<file path="src/sv/i2cram_pkg.sv">
package i2cram_pkg;

  localparam int MAX_BURST_DEF = 255;

  // command codes carried on the action field
  typedef enum logic [1:0] {
    ACT_TICK  = 2'd0,
    ACT_WRITE = 2'd1,
    ACT_READ  = 2'd2,
    ACT_BYTE  = 2'd3
  } act_t;

  typedef enum logic [3:0] {
    PH_IDLE      = 4'd0,
    PH_START     = 4'd1,
    PH_ADDR      = 4'd2,
    PH_ADDR_ACK  = 4'd3,
    PH_REG       = 4'd4,
    PH_REG_ACK   = 4'd5,
    PH_WAIT      = 4'd6,
    PH_DATA      = 4'd7,
    PH_DATA_ACK  = 4'd8,
    PH_RSTART    = 4'd9,
    PH_RADDR     = 4'd10,
    PH_RADDR_ACK = 4'd11,
    PH_RECV      = 4'd12,
    PH_MACK      = 4'd13,
    PH_STOP      = 4'd14
  } phase_t;

  typedef struct packed {
    logic [1:0] action;
    logic [6:0] device_address;
    logic [7:0] register_address;
    logic [7:0] byte_count;
    logic [7:0] write_data;
    logic       sda_in;
  } in_t;

  typedef struct packed {
    logic       scl_out;
    logic       sda_out;
    logic       busy_res;
    logic       want_byte;
    logic [7:0] read_data;
    logic       read_valid;
    logic       read_last;
    logic       ack_sampled;
    logic       ack_valid;
    logic       done_res;
  } out_t;

  // sequencer state
  typedef struct packed {
    phase_t     phase;
    logic [2:0] bit_index;
    logic [1:0] substep;
    logic [7:0] send_shift;
    logic [7:0] receive_shift;
    logic [7:0] bytes_left;
    logic [6:0] target_device;
    logic [7:0] target_register;
    logic       read_mode;
    logic       byte_pending;
    logic       scl_level;
    logic       sda_level;
  } st_t;

endpackage

</file>
<file path="src/sv/i2cram_step.sv">
module i2cram_step #(
  parameter int MAX_BURST = i2cram_pkg::MAX_BURST_DEF
) (
  input  i2cram_pkg::st_t  st_i,
  input  i2cram_pkg::in_t  in_i,
  output i2cram_pkg::st_t  st_o,
  output i2cram_pkg::out_t res_o
);

  localparam logic [7:0] MaxBurstW = 8'(MAX_BURST);

  function automatic i2cram_pkg::st_t enter_ph(i2cram_pkg::st_t s, i2cram_pkg::phase_t ph);
    i2cram_pkg::st_t r;
    r = s;
    r.phase = ph;
    r.substep = 2'd0;
    r.bit_index = 3'd0;
    return r;
  endfunction

  // one bit of a sent byte
  function automatic i2cram_pkg::st_t send_step(i2cram_pkg::st_t s, output logic fin);
    i2cram_pkg::st_t r;
    r = s;
    fin = 1'b0;
    case (s.substep)
      2'd0: begin
        r.sda_level = s.send_shift[3'd7 - s.bit_index];
        r.substep = 2'd1;
      end
      2'd1: begin
        r.scl_level = 1'b1;
        r.substep = 2'd2;
      end
      default: begin
        r.scl_level = 1'b0;
        r.substep = 2'd0;
        if (s.bit_index == 3'd7) begin
          r.bit_index = 3'd0;
          fin = 1'b1;
        end else begin
          r.bit_index = s.bit_index + 3'd1;
        end
      end
    endcase
    return r;
  endfunction

  // acknowledge read from the device
  function automatic i2cram_pkg::st_t ack_step(i2cram_pkg::st_t s, output logic fin);
    i2cram_pkg::st_t r;
    r = s;
    fin = 1'b0;
    case (s.substep)
      2'd0: begin
        r.sda_level = 1'b1;
        r.substep = 2'd1;
      end
      2'd1: begin
        r.scl_level = 1'b1;
        r.substep = 2'd2;
      end
      default: begin
        r.scl_level = 1'b0;
        r.substep = 2'd0;
        fin = 1'b1;
      end
    endcase
    return r;
  endfunction

  function automatic i2cram_pkg::st_t start_step(i2cram_pkg::st_t s, output logic fin);
    i2cram_pkg::st_t r;
    r = s;
    fin = 1'b0;
    case (s.substep)
      2'd0: begin
        r.sda_level = 1'b1;
        r.substep = 2'd1;
      end
      2'd1: begin
        r.scl_level = 1'b1;
        r.substep = 2'd2;
      end
      2'd2: begin
        r.sda_level = 1'b0;
        r.substep = 2'd3;
      end
      default: begin
        r.scl_level = 1'b0;
        r.substep = 2'd0;
        fin = 1'b1;
      end
    endcase
    return r;
  endfunction

  i2cram_pkg::st_t s;
  logic            fin;
  logic            run;
  logic            ack_hit;
  logic            rd_hit;
  logic            last_hit;
  logic            done_hit;
  logic [7:0]      cnt;
  logic [7:0]      left_dec;

  always_comb begin
    s        = st_i;
    fin      = 1'b0;
    run      = 1'b0;
    ack_hit  = 1'b0;
    rd_hit   = 1'b0;
    last_hit = 1'b0;
    done_hit = 1'b0;
    left_dec = 8'd0;
    cnt      = (in_i.byte_count > MaxBurstW) ? MaxBurstW : in_i.byte_count;

    case (i2cram_pkg::act_t'(in_i.action))
      i2cram_pkg::ACT_TICK: begin
        run = 1'b1;
        if (s.phase == i2cram_pkg::PH_WAIT) begin
          if (!s.byte_pending) begin
            run = 1'b0;
          end else begin
            s.byte_pending = 1'b0;
            s = enter_ph(s, i2cram_pkg::PH_DATA);
          end
        end
        if (run) begin
          case (s.phase)
            i2cram_pkg::PH_START: begin
              s = start_step(s, fin);
              if (fin) begin
                s = enter_ph(s, i2cram_pkg::PH_ADDR);
                s.send_shift = {s.target_device, 1'b0};
              end
            end
            i2cram_pkg::PH_ADDR: begin
              s = send_step(s, fin);
              if (fin) s = enter_ph(s, i2cram_pkg::PH_ADDR_ACK);
            end
            i2cram_pkg::PH_ADDR_ACK: begin
              s = ack_step(s, fin);
              ack_hit = fin;
              if (fin) begin
                s = enter_ph(s, i2cram_pkg::PH_REG);
                s.send_shift = s.target_register;
              end
            end
            i2cram_pkg::PH_REG: begin
              s = send_step(s, fin);
              if (fin) s = enter_ph(s, i2cram_pkg::PH_REG_ACK);
            end
            i2cram_pkg::PH_REG_ACK: begin
              s = ack_step(s, fin);
              ack_hit = fin;
              if (fin) begin
                if (s.read_mode) s = enter_ph(s, i2cram_pkg::PH_RSTART);
                else if (s.bytes_left != 8'd0) s = enter_ph(s, i2cram_pkg::PH_WAIT);
                else s = enter_ph(s, i2cram_pkg::PH_STOP);
              end
            end
            i2cram_pkg::PH_DATA: begin
              s = send_step(s, fin);
              if (fin) s = enter_ph(s, i2cram_pkg::PH_DATA_ACK);
            end
            i2cram_pkg::PH_DATA_ACK: begin
              s = ack_step(s, fin);
              ack_hit = fin;
              if (fin) begin
                if (s.bytes_left != 8'd0) left_dec = s.bytes_left - 8'd1;
                s.bytes_left = left_dec;
                if (left_dec != 8'd0) s = enter_ph(s, i2cram_pkg::PH_WAIT);
                else s = enter_ph(s, i2cram_pkg::PH_STOP);
              end
            end
            i2cram_pkg::PH_RSTART: begin
              s = start_step(s, fin);
              if (fin) begin
                s = enter_ph(s, i2cram_pkg::PH_RADDR);
                s.send_shift = {s.target_device, 1'b1};
              end
            end
            i2cram_pkg::PH_RADDR: begin
              s = send_step(s, fin);
              if (fin) s = enter_ph(s, i2cram_pkg::PH_RADDR_ACK);
            end
            i2cram_pkg::PH_RADDR_ACK: begin
              s = ack_step(s, fin);
              ack_hit = fin;
              if (fin) begin
                if (s.bytes_left != 8'd0) s = enter_ph(s, i2cram_pkg::PH_RECV);
                else s = enter_ph(s, i2cram_pkg::PH_STOP);
              end
            end
            i2cram_pkg::PH_RECV: begin
              case (s.substep)
                2'd0: begin
                  s.sda_level = 1'b1;
                  s.receive_shift = 8'd0;
                  s.bit_index = 3'd0;
                  s.substep = 2'd1;
                end
                2'd1: begin
                  s.scl_level = 1'b1;
                  s.substep = 2'd2;
                end
                default: begin
                  if (in_i.sda_in) s.receive_shift[3'd7 - s.bit_index] = 1'b1;
                  s.scl_level = 1'b0;
                  if (s.bit_index == 3'd7) begin
                    rd_hit   = 1'b1;
                    last_hit = (s.bytes_left == 8'd1);
                    s = enter_ph(s, i2cram_pkg::PH_MACK);
                  end else begin
                    s.bit_index = s.bit_index + 3'd1;
                    s.substep = 2'd1;
                  end
                end
              endcase
            end
            i2cram_pkg::PH_MACK: begin
              case (s.substep)
                2'd0: begin
                  s.sda_level = (s.bytes_left <= 8'd1);
                  s.substep = 2'd1;
                end
                2'd1: begin
                  s.scl_level = 1'b1;
                  s.substep = 2'd2;
                end
                default: begin
                  s.scl_level = 1'b0;
                  if (s.bytes_left != 8'd0) left_dec = s.bytes_left - 8'd1;
                  s.bytes_left = left_dec;
                  if (left_dec != 8'd0) s = enter_ph(s, i2cram_pkg::PH_RECV);
                  else s = enter_ph(s, i2cram_pkg::PH_STOP);
                end
              endcase
            end
            i2cram_pkg::PH_STOP: begin
              case (s.substep)
                2'd0: begin
                  s.sda_level = 1'b0;
                  s.substep = 2'd1;
                end
                2'd1: begin
                  s.scl_level = 1'b1;
                  s.substep = 2'd2;
                end
                default: begin
                  s.sda_level = 1'b1;
                  done_hit = 1'b1;
                  s = enter_ph(s, i2cram_pkg::PH_IDLE);
                end
              endcase
            end
            default: begin
              s = enter_ph(s, i2cram_pkg::PH_IDLE);
            end
          endcase
        end
      end
      i2cram_pkg::ACT_BYTE: begin
        if (s.phase == i2cram_pkg::PH_WAIT) begin
          s.send_shift = in_i.write_data;
          s.byte_pending = 1'b1;
        end
      end
      default: begin
        // begin write or begin read, taken only when idle
        if (s.phase == i2cram_pkg::PH_IDLE) begin
          s.target_device   = in_i.device_address;
          s.target_register = in_i.register_address;
          s.bytes_left      = cnt;
          s.read_mode       = (in_i.action == i2cram_pkg::ACT_READ);
          s.byte_pending    = 1'b0;
          s = enter_ph(s, i2cram_pkg::PH_START);
        end
      end
    endcase
  end

  assign st_o = s;

  always_comb begin
    res_o.scl_out     = s.scl_level;
    res_o.sda_out     = s.sda_level;
    res_o.busy_res    = (s.phase != i2cram_pkg::PH_IDLE);
    res_o.want_byte   = (s.phase == i2cram_pkg::PH_WAIT) && !s.byte_pending;
    res_o.read_data   = rd_hit ? s.receive_shift : 8'd0;
    res_o.read_valid  = rd_hit;
    res_o.read_last   = last_hit;
    res_o.ack_sampled = ack_hit & in_i.sda_in;
    res_o.ack_valid   = ack_hit;
    res_o.done_res    = done_hit;
  end

endmodule

</file>
<file path="src/sv/i2cram_obuf.sv">
module i2cram_obuf (
  input  logic             clk,
  input  logic             rst_n,
  input  logic             push,
  input  i2cram_pkg::out_t push_data,
  output logic             room,
  output logic             out_valid,
  input  logic             out_ready,
  output i2cram_pkg::out_t out_data
);

  logic             main_v_r;
  logic             main_v_nxt;
  logic             skid_v_r;
  logic             skid_v_nxt;
  i2cram_pkg::out_t main_d_r;
  i2cram_pkg::out_t main_d_nxt;
  i2cram_pkg::out_t skid_d_r;
  i2cram_pkg::out_t skid_d_nxt;
  logic             pop;

  assign pop       = main_v_r && out_ready;
  assign room      = !skid_v_r;
  assign out_valid = main_v_r;
  assign out_data  = main_d_r;

  always_comb begin
    main_v_nxt = main_v_r;
    main_d_nxt = main_d_r;
    skid_v_nxt = skid_v_r;
    skid_d_nxt = skid_d_r;
    if (skid_v_r) begin
      if (pop) begin
        main_d_nxt = skid_d_r;
        skid_v_nxt = 1'b0;
      end
    end else if (push && main_v_r && !pop) begin
      skid_v_nxt = 1'b1;
      skid_d_nxt = push_data;
    end else if (push) begin
      main_v_nxt = 1'b1;
      main_d_nxt = push_data;
    end else if (pop) begin
      main_v_nxt = 1'b0;
    end
  end

  always_ff @(posedge clk) begin
    if (!rst_n) begin
      main_v_r <= 1'b0;
      skid_v_r <= 1'b0;
    end else begin
      main_v_r <= main_v_nxt;
      skid_v_r <= skid_v_nxt;
    end
    main_d_r <= main_d_nxt;
    skid_d_r <= skid_d_nxt;
  end

endmodule

</file>
<file path="src/sv/i2c_register_access_master.sv">
// result: an accepted beat's result is registered in the result register or skid
// throughput: one beat per cycle; the input stalls only when the result
//   register and its skid stage both hold beats not yet taken
// reset: synchronous, active low; sequencer returns to idle with scl and sda
//   released high, both result slots emptied
module i2c_register_access_master #(
  parameter int MAX_BURST = i2cram_pkg::MAX_BURST_DEF
) (
  input  logic             clk,
  input  logic             rst_n,
  input  logic             in_valid,
  output logic             in_ready,
  input  i2cram_pkg::in_t  in_data,
  output logic             out_valid,
  input  logic             out_ready,
  output i2cram_pkg::out_t out_data
);

  // sequencer state: start, address, register, data or repeated start and
  // receive, stop; every accepted beat advances it by at most one pin step
  i2cram_pkg::st_t  st_r;
  i2cram_pkg::st_t  st_nxt;
  i2cram_pkg::out_t res_nxt;
  logic             in_fire;

  assign in_fire = in_valid && in_ready;

  // one pin step worth of logic, from current state and the incoming beat
  i2cram_step #(
    .MAX_BURST (MAX_BURST)
  ) u_step (
    .st_i  (st_r),
    .in_i  (in_data),
    .st_o  (st_nxt),
    .res_o (res_nxt)
  );

  // state commits only when a beat is taken
  always_ff @(posedge clk) begin
    if (!rst_n) begin
      st_r.phase           <= i2cram_pkg::PH_IDLE;
      st_r.bit_index       <= 3'd0;
      st_r.substep         <= 2'd0;
      st_r.send_shift      <= 8'd0;
      st_r.receive_shift   <= 8'd0;
      st_r.bytes_left      <= 8'd0;
      st_r.target_device   <= 7'd0;
      st_r.target_register <= 8'd0;
      st_r.read_mode       <= 1'b0;
      st_r.byte_pending    <= 1'b0;
      st_r.scl_level       <= 1'b1;
      st_r.sda_level       <= 1'b1;
    end else if (in_fire) begin
      st_r <= st_nxt;
    end
  end

  // result register plus skid slot, so input keeps flowing under a short stall
  i2cram_obuf u_obuf (
    .clk       (clk),
    .rst_n     (rst_n),
    .push      (in_fire),
    .push_data (res_nxt),
    .room      (in_ready),
    .out_valid (out_valid),
    .out_ready (out_ready),
    .out_data  (out_data)
  );

  // a pending write byte only exists while waiting for one
  a_pending_in_wait : assert property (@(posedge clk) disable iff (!rst_n)
    st_r.byte_pending |-> (st_r.phase == i2cram_pkg::PH_WAIT))
    else $error("byte pending outside wait phase");

  // idle always has its step counters cleared
  a_idle_clean : assert property (@(posedge clk) disable iff (!rst_n)
    (st_r.phase == i2cram_pkg::PH_IDLE) |-> (st_r.substep == 2'd0 && st_r.bit_index == 3'd0))
    else $error("idle with stale step counters");

  // finishing stop leaves the sequencer idle with lines released
  a_done_idle : assert property (@(posedge clk) disable iff (!rst_n)
    (in_fire && res_nxt.done_res) |=>
      (st_r.phase == i2cram_pkg::PH_IDLE && st_r.scl_level && st_r.sda_level))
    else $error("stop finished but sequencer not idle");

  // a completed received byte can only come from the receive phase
  a_rd_from_recv : assert property (@(posedge clk) disable iff (!rst_n)
    (in_fire && res_nxt.read_valid) |-> (st_r.phase == i2cram_pkg::PH_RECV))
    else $error("read byte reported outside receive phase");

endmodule

</file>
<file path="config.mk">
export PLATFORM = sky130hd
export DESIGN_NAME = i2c_register_access_master
export DESIGN_NICKNAME = d
export VERILOG_FILES = /design/src/sv/i2cram_pkg.sv /design/src/sv/i2cram_step.sv /design/src/sv/i2cram_obuf.sv /design/src/sv/i2c_register_access_master.sv
export SDC_FILE = /design/constraint.sdc
export NUM_CORES = 1
export LEC_CHECK = 0
export ABC_CLOCK_PERIOD_IN_PS = 8250
export BUFFER_PORTS_ARGS = -buffer_cell sky130_fd_sc_hd__clkbuf_2
export CAP_MARGIN = 20
export CORE_ASPECT_RATIO = 0.6
export CORE_MARGIN = 2
export CORE_UTILIZATION = 45
export DETAILED_ROUTE_END_ITERATION = 16
export PLACE_DENSITY = 0.75
export SLEW_MARGIN = 25
export SYNTH_ARGS = -nofsm -noshare
export SYNTH_HDL_FRONTEND = slang
export SYNTH_SLANG_ARGS = --single-unit
</file>
<file path="constraint.sdc">
create_clock -name clk -period 8.25 [get_ports clk]
set_input_delay 1.2375 -clock clk [delete_from_list [all_inputs] [get_ports clk]]
set_output_delay 1.2375 -clock clk [all_outputs]
set_load 0.01 [all_outputs]
</file>
== After elaboration in Yosys (flattened, before gate mapping) ==
Index checks and enable logic that the tools add are counted.
W data, S select, Z words.
Storage, ports and cells
  register bits: 88
  bits in latches: 0
  bits in writable memories: 0
  memory bits (read-only): 0
  output and inout port bits: 19
  memories: 0
Operators by class
  add/sub/neg operators: 3
  multiply operators: 0
  div/mod/pow operators: 0
  $lt $le $gt $ge: 4
  eq/ne operators: 24
  shifts and indexed selects: 0
  muxes and demuxes: 134
  bitwise logic cells: 5
  reduce and logical (&&, ||, !) cells: 28
Operators with widths (count)
  $mux W52: 19
  $pmux W52 S13: 1
  $mux W8: 14
  $mux W50: 2
  $mux W17: 4
  $pmux W32 S2: 1
  $mux W1: 61
  $mux W43: 1
  $mux W41: 1
  $pmux W8 S2: 2
  $eq A4 B4 Y1 const B: 7
  $mux W25: 1
  $reduce_bool A8 Y1: 3
  $eq A4 B3 Y1 const B: 5
  $pmux W1 S2: 9
  $pmux W9 S2: 1
  $pmux W2 S2: 4
  $mux W7: 2
  $reduce_and A3 Y1: 4
  $mux W5: 2
  $eq A4 B2 Y1 const B: 2
  $eq A8 B1 Y1 const B: 1
  $gt A8 B8 Y1 const B: 1
  $le A8 B1 Y1 const B: 1
  other kinds (30): 49

== Logic depth before layout (Yosys ltp) ==
  depth after elaboration: 24
  gate-level depth with buffers: 13
  mapped depth without buffers: 12

== Cells and area by module ==
Synthesis repeated with hierarchy kept, for this count alone.
Unflattened totals
  cells, all modules: 715
  area, all modules: 6160.9 µm²
Modules (own cells, without submodules)
  i2cram_step: instances 1, cells each 410, area an instance 2620.0 µm², seq. area each 0.0 µm²
  i2c_register_access_master: instances 1, cells each 238, area an instance 2193.4 µm², seq. area each 1041.0 µm²
  i2cram_obuf: instances 1, cells each 67, area an instance 1347.5 µm², seq. area each 1061.0 µm²

== Worst setup path before layout ==
Ideal clock, no wire load.
  kind: reg-to-reg
  start point: register st_r[48] (netlist bit)
  end point: register u_obuf.skid_d_r[14] (netlist bit), data pin
  setup time: 0.265 ns
  arrival time: 3.323 ns
  data required time: 7.985 ns
  slack: 4.662 ns
  stages on the path, launching flop included: 14
  cell sequence: dfxtp_1 > clkbuf_1 > and4bb_2 > nand2_1 > nand2_1 > inv_1 > ha_1 > ha_1 > or3b_1 > nor4b_4 > or4b_4 > o211a_1 > a221o_1 > or3_1
RTL lines
  start: declaration: line i2c_register_access_master.sv:21  | i2cram_pkg::st_t st_r;
  start signal: assignment: line i2c_register_access_master.sv:54  | st_r <= st_nxt;
  end signal: assignment: line i2cram_obuf.sv:57  | skid_d_r <= skid_d_nxt;
  end: declaration: line i2cram_obuf.sv:18  | i2cram_pkg::out_t skid_d_r;

==> qor.yml <==
outcome: "finished, final reports clean"
slew_headroom: 0.405
dr.pass1.iters: 5
post_drt_wl_per_cell_um: 18.7
r2r_end: "u_obuf.skid_d_r[14]$_DFFE_PP_"
viasPerCell: 6.24
final_common_cell: "nor2_1"
hold_depth: 2
grt_first_pass_wirelength_um: 24500
dieArea_sq_mm: 0.0130
reg2reg_depth: 12
place_hpwl_um: 11000
grtUsageMet3: 0.0648
drc: 0
syn_nets: 693
end_kind: "register"
gr-usage-all-layers: 0.239
crit_fanout: 40
sw_frac_of_total: 0.293
crit_type: "register to register"
finalMaxSlewViolations: 0
synth_cells: 644
ctsHoldBuffers: 0
syn2layout_area_growth_pct: 11.7
cts_setup_buffers: 0
drt_wl_total_um: 15700
initial_core_util: 0.456
skew_ns: 0.0104
critPathLaunch: "st_r[49]$_SDFFE_PN0P_"
cpPeakStageDelay_ns: 0.50
cts_resized: 0
clockBufferDepth: 2
holdWs_ns: 0.471
ys_seq_area_frac: 0.387
power.net_switching_uw: 310
ff2ff_setup_slack_ns: 4.02
drv_cap: 0
finalSetupViolations: 0
async_flop_share: 0
min_period_ns: 4.23
period_share: 0.513
clk_latency_ns: 0.35
clkTransAtPathRegs_ns: 0.07
synth-seq-cells: 88
path_delay_family: "simple AND/OR/NAND/NOR gates"
pwr-share-clk: 0.389
yosysWarningCount: 0
max-vdd-ir-drop_v: 0.0000959
synth_edf_count: 34
busiest_layer: "met2"
ys.flop_type: "dfxtp_1"
path_buf_inv: 2
cp-start-kind: "register"
hold_viol: 0
crit_chain: "buf_4, and4bb_2, nand2_1, nand2_1, inv_1, ha_1, or3b_1, nor4b_4, or4b_4, o211a_1, a221o_1, or3_1"
power.share.sequential: 0.461
met2_usage: 0.355
cts.sinks: 88
cts_buffers: 9
fmax_mhz: 236
ios: 57
core_area_sq_mm: 0.0119
worstPathRequired_ns: 8.35
crit_path_frequent_cell: "nand2_1"
fillers: 1163
ant_nets: 0
cts_tree: "yes"
rsz0062_at_grt: "false"
endpoint: "u_obuf.skid_d_r[14]$_DFFE_PP_"
chipHeight_um: 89.1
antenna_cells_inserted: 0
timing.rr.start: "st_r[49]$_SDFFE_PN0P_"
hp-class: "register to register"
finalSetupTns_ns: 0
nets: 716
htreeDepth: 3
antenna_found_initial: 0
met1_usage: 0.346
cellLeakagePower_uw: 0.00222
p_int_uw: 746
ys_types: 74
grt_pass1_vias: 4612
p_comb_frac: 0.151
num_rows: 31
root_buffer: "clkbuf_16"
grt-ovfl-total: 0
pwr_density_cell_mw_per_mm2: 174
synth_area_sq_mm: 0.00543
crit_path_top_delay_cell: "or4b_4"
cp.arrival_ns: 4.33
grt_max_degree: 47
dr_total_vias: 5221
worstMarginPinSlew_ns: 0.886
drt_iter0_drc: 720
mostFrequentLayoutCells: "76 x nor2_1, 66 x nand2_1, 56 x clkbuf_2, 54 x dfxtp_1, 42 x a21oi_1"
layout-drive-gt1-share: 0.165
die_w_um: 146
gp_congestion: 0.953
path_depth: 12
synth.avg_cell_area_sq_um: 8.43
placement.io_buffers: 56
[flip-flops by register name (all words and copies together), names as in the netlist]
name / flops
u_obuf.out_data: 17
st_r: 52
u_obuf.skid_v_r: 1
u_obuf.skid_d_r: 17
u_obuf.out_valid: 1
[final cells by class]
class,instances,area [sq um],area share
multi-input combinational,481,3030,0.499
sequential,88,2100,0.346
timing repair buffer,65,348,0.0573
clock buffer,9,225,0.0371
tap,165,206,0.0340
inverter,22,82.6,0.0136
clock inverter,7,75.1,0.0124
[per-layer routing]
layer  vias to the layer above  wire length (um)  share of wire
li1                       2409                 -              -
met1                      2492              7370           0.47
met2                       294              6330           0.40
met3                        26              1730           0.11
met4                         0               234          0.015
met5                         -                 0              0
[power groups by stage]
stage | combinational (uW) | clock [uW] | sequential (uW)
final | 159 | 410 | 487
after global routing | 173 | 434 | 489
after CTS | 155 | 420 | 486
after detailed placement | 154 | 0 | 496
after global placement | 152 | 0 | 495
after floorplan | 109 | 0 | 494
[cells in the mapped netlist (5+ instances only)]
master | count | area [sq um]
nor2_1 | 76 | 285
nand2_1 | 66 | 248
dfxtp_1 | 54 | 1080
a21oi_1 | 42 | 210
clkbuf_1 | 40 | 150
o21ai_0 | 39 | 195
edfxtp_1 | 34 | 1020
a22oi_1 | 28 | 210
inv_1 | 22 | 82.6
mux2i_1 | 19 | 190
nand3_1 | 15 | 75.1
nor3_1 | 15 | 75.1
nand2b_1 | 12 | 75.1
ha_1 | 11 | 138
buf_2 | 10 | 50.1
nor2b_1 | 9 | 56.3
o31ai_1 | 9 | 67.6
a211oi_1 | 8 | 60.1
mux2_2 | 8 | 90.1
nor4_1 | 8 | 50.1
and2_1 | 7 | 43.8
or2_2 | 7 | 43.8
o41ai_1 | 6 | 52.6
o22ai_1 | 5 | 31.3
or3_1 | 5 | 31.3
or4_1 | 5 | 37.5
[cell families after synthesis]
kind of cell             synth area share
XOR/XNOR                          0.00484
AO/OA/AOI/OAI                       0.234
buffers and inverters              0.0555
adder cells (fa/ha/maj)            0.0253
multiplexers                       0.0557
flip-flops                          0.387
AND/OR/NAND/NOR                     0.238
[metrics by stage]
stage          area (sq um)  total power (uW)  setup WS, ns   util  instances
2_1_floorplan          5430               603          4.66      -        644
4_1_cts                6060              1060          4.11  0.509        836
5_1_grt                6070              1100          3.80  0.510        837
3_5_place_dp           5760               650          4.14  0.484        820
6_report               6070              1060          4.02  0.510        837
3_3_place_gp           5760               646          4.24  0.484        820
[worst register-to-register path, cell delays in order, from the launching register on]
cell and delay [ns]:
dfxtp_1 0.31, buf_4 0.36, and4bb_2 0.38, nand2_1 0.14, nand2_1 0.20, inv_1 0.12, ha_1 0.44, or3b_1 0.46
nor4b_4 0.14, or4b_4 0.50, o211a_1 0.22, a221o_1 0.32, or3_1 0.38
[worst min path at each step]
stage	from	end	slack, ns
detailed placement	st_r[34]$_SDFFE_PN0P_	st_r[34]$_SDFFE_PN0P_	0.45
floorplan	st_r[34]$_SDFFE_PN0P_	st_r[34]$_SDFFE_PN0P_	0.44
global route	st_r[28]$_SDFFE_PN0P_	st_r[28]$_SDFFE_PN0P_	0.50
finish	st_r[34]$_SDFFE_PN0P_	st_r[34]$_SDFFE_PN0P_	0.47
CTS	st_r[34]$_SDFFE_PN0P_	st_r[34]$_SDFFE_PN0P_	0.46
global placement	st_r[34]$_SDFFE_PN0P_	st_r[34]$_SDFFE_PN0P_	0.44
Power figures use the tool's default switching activity.
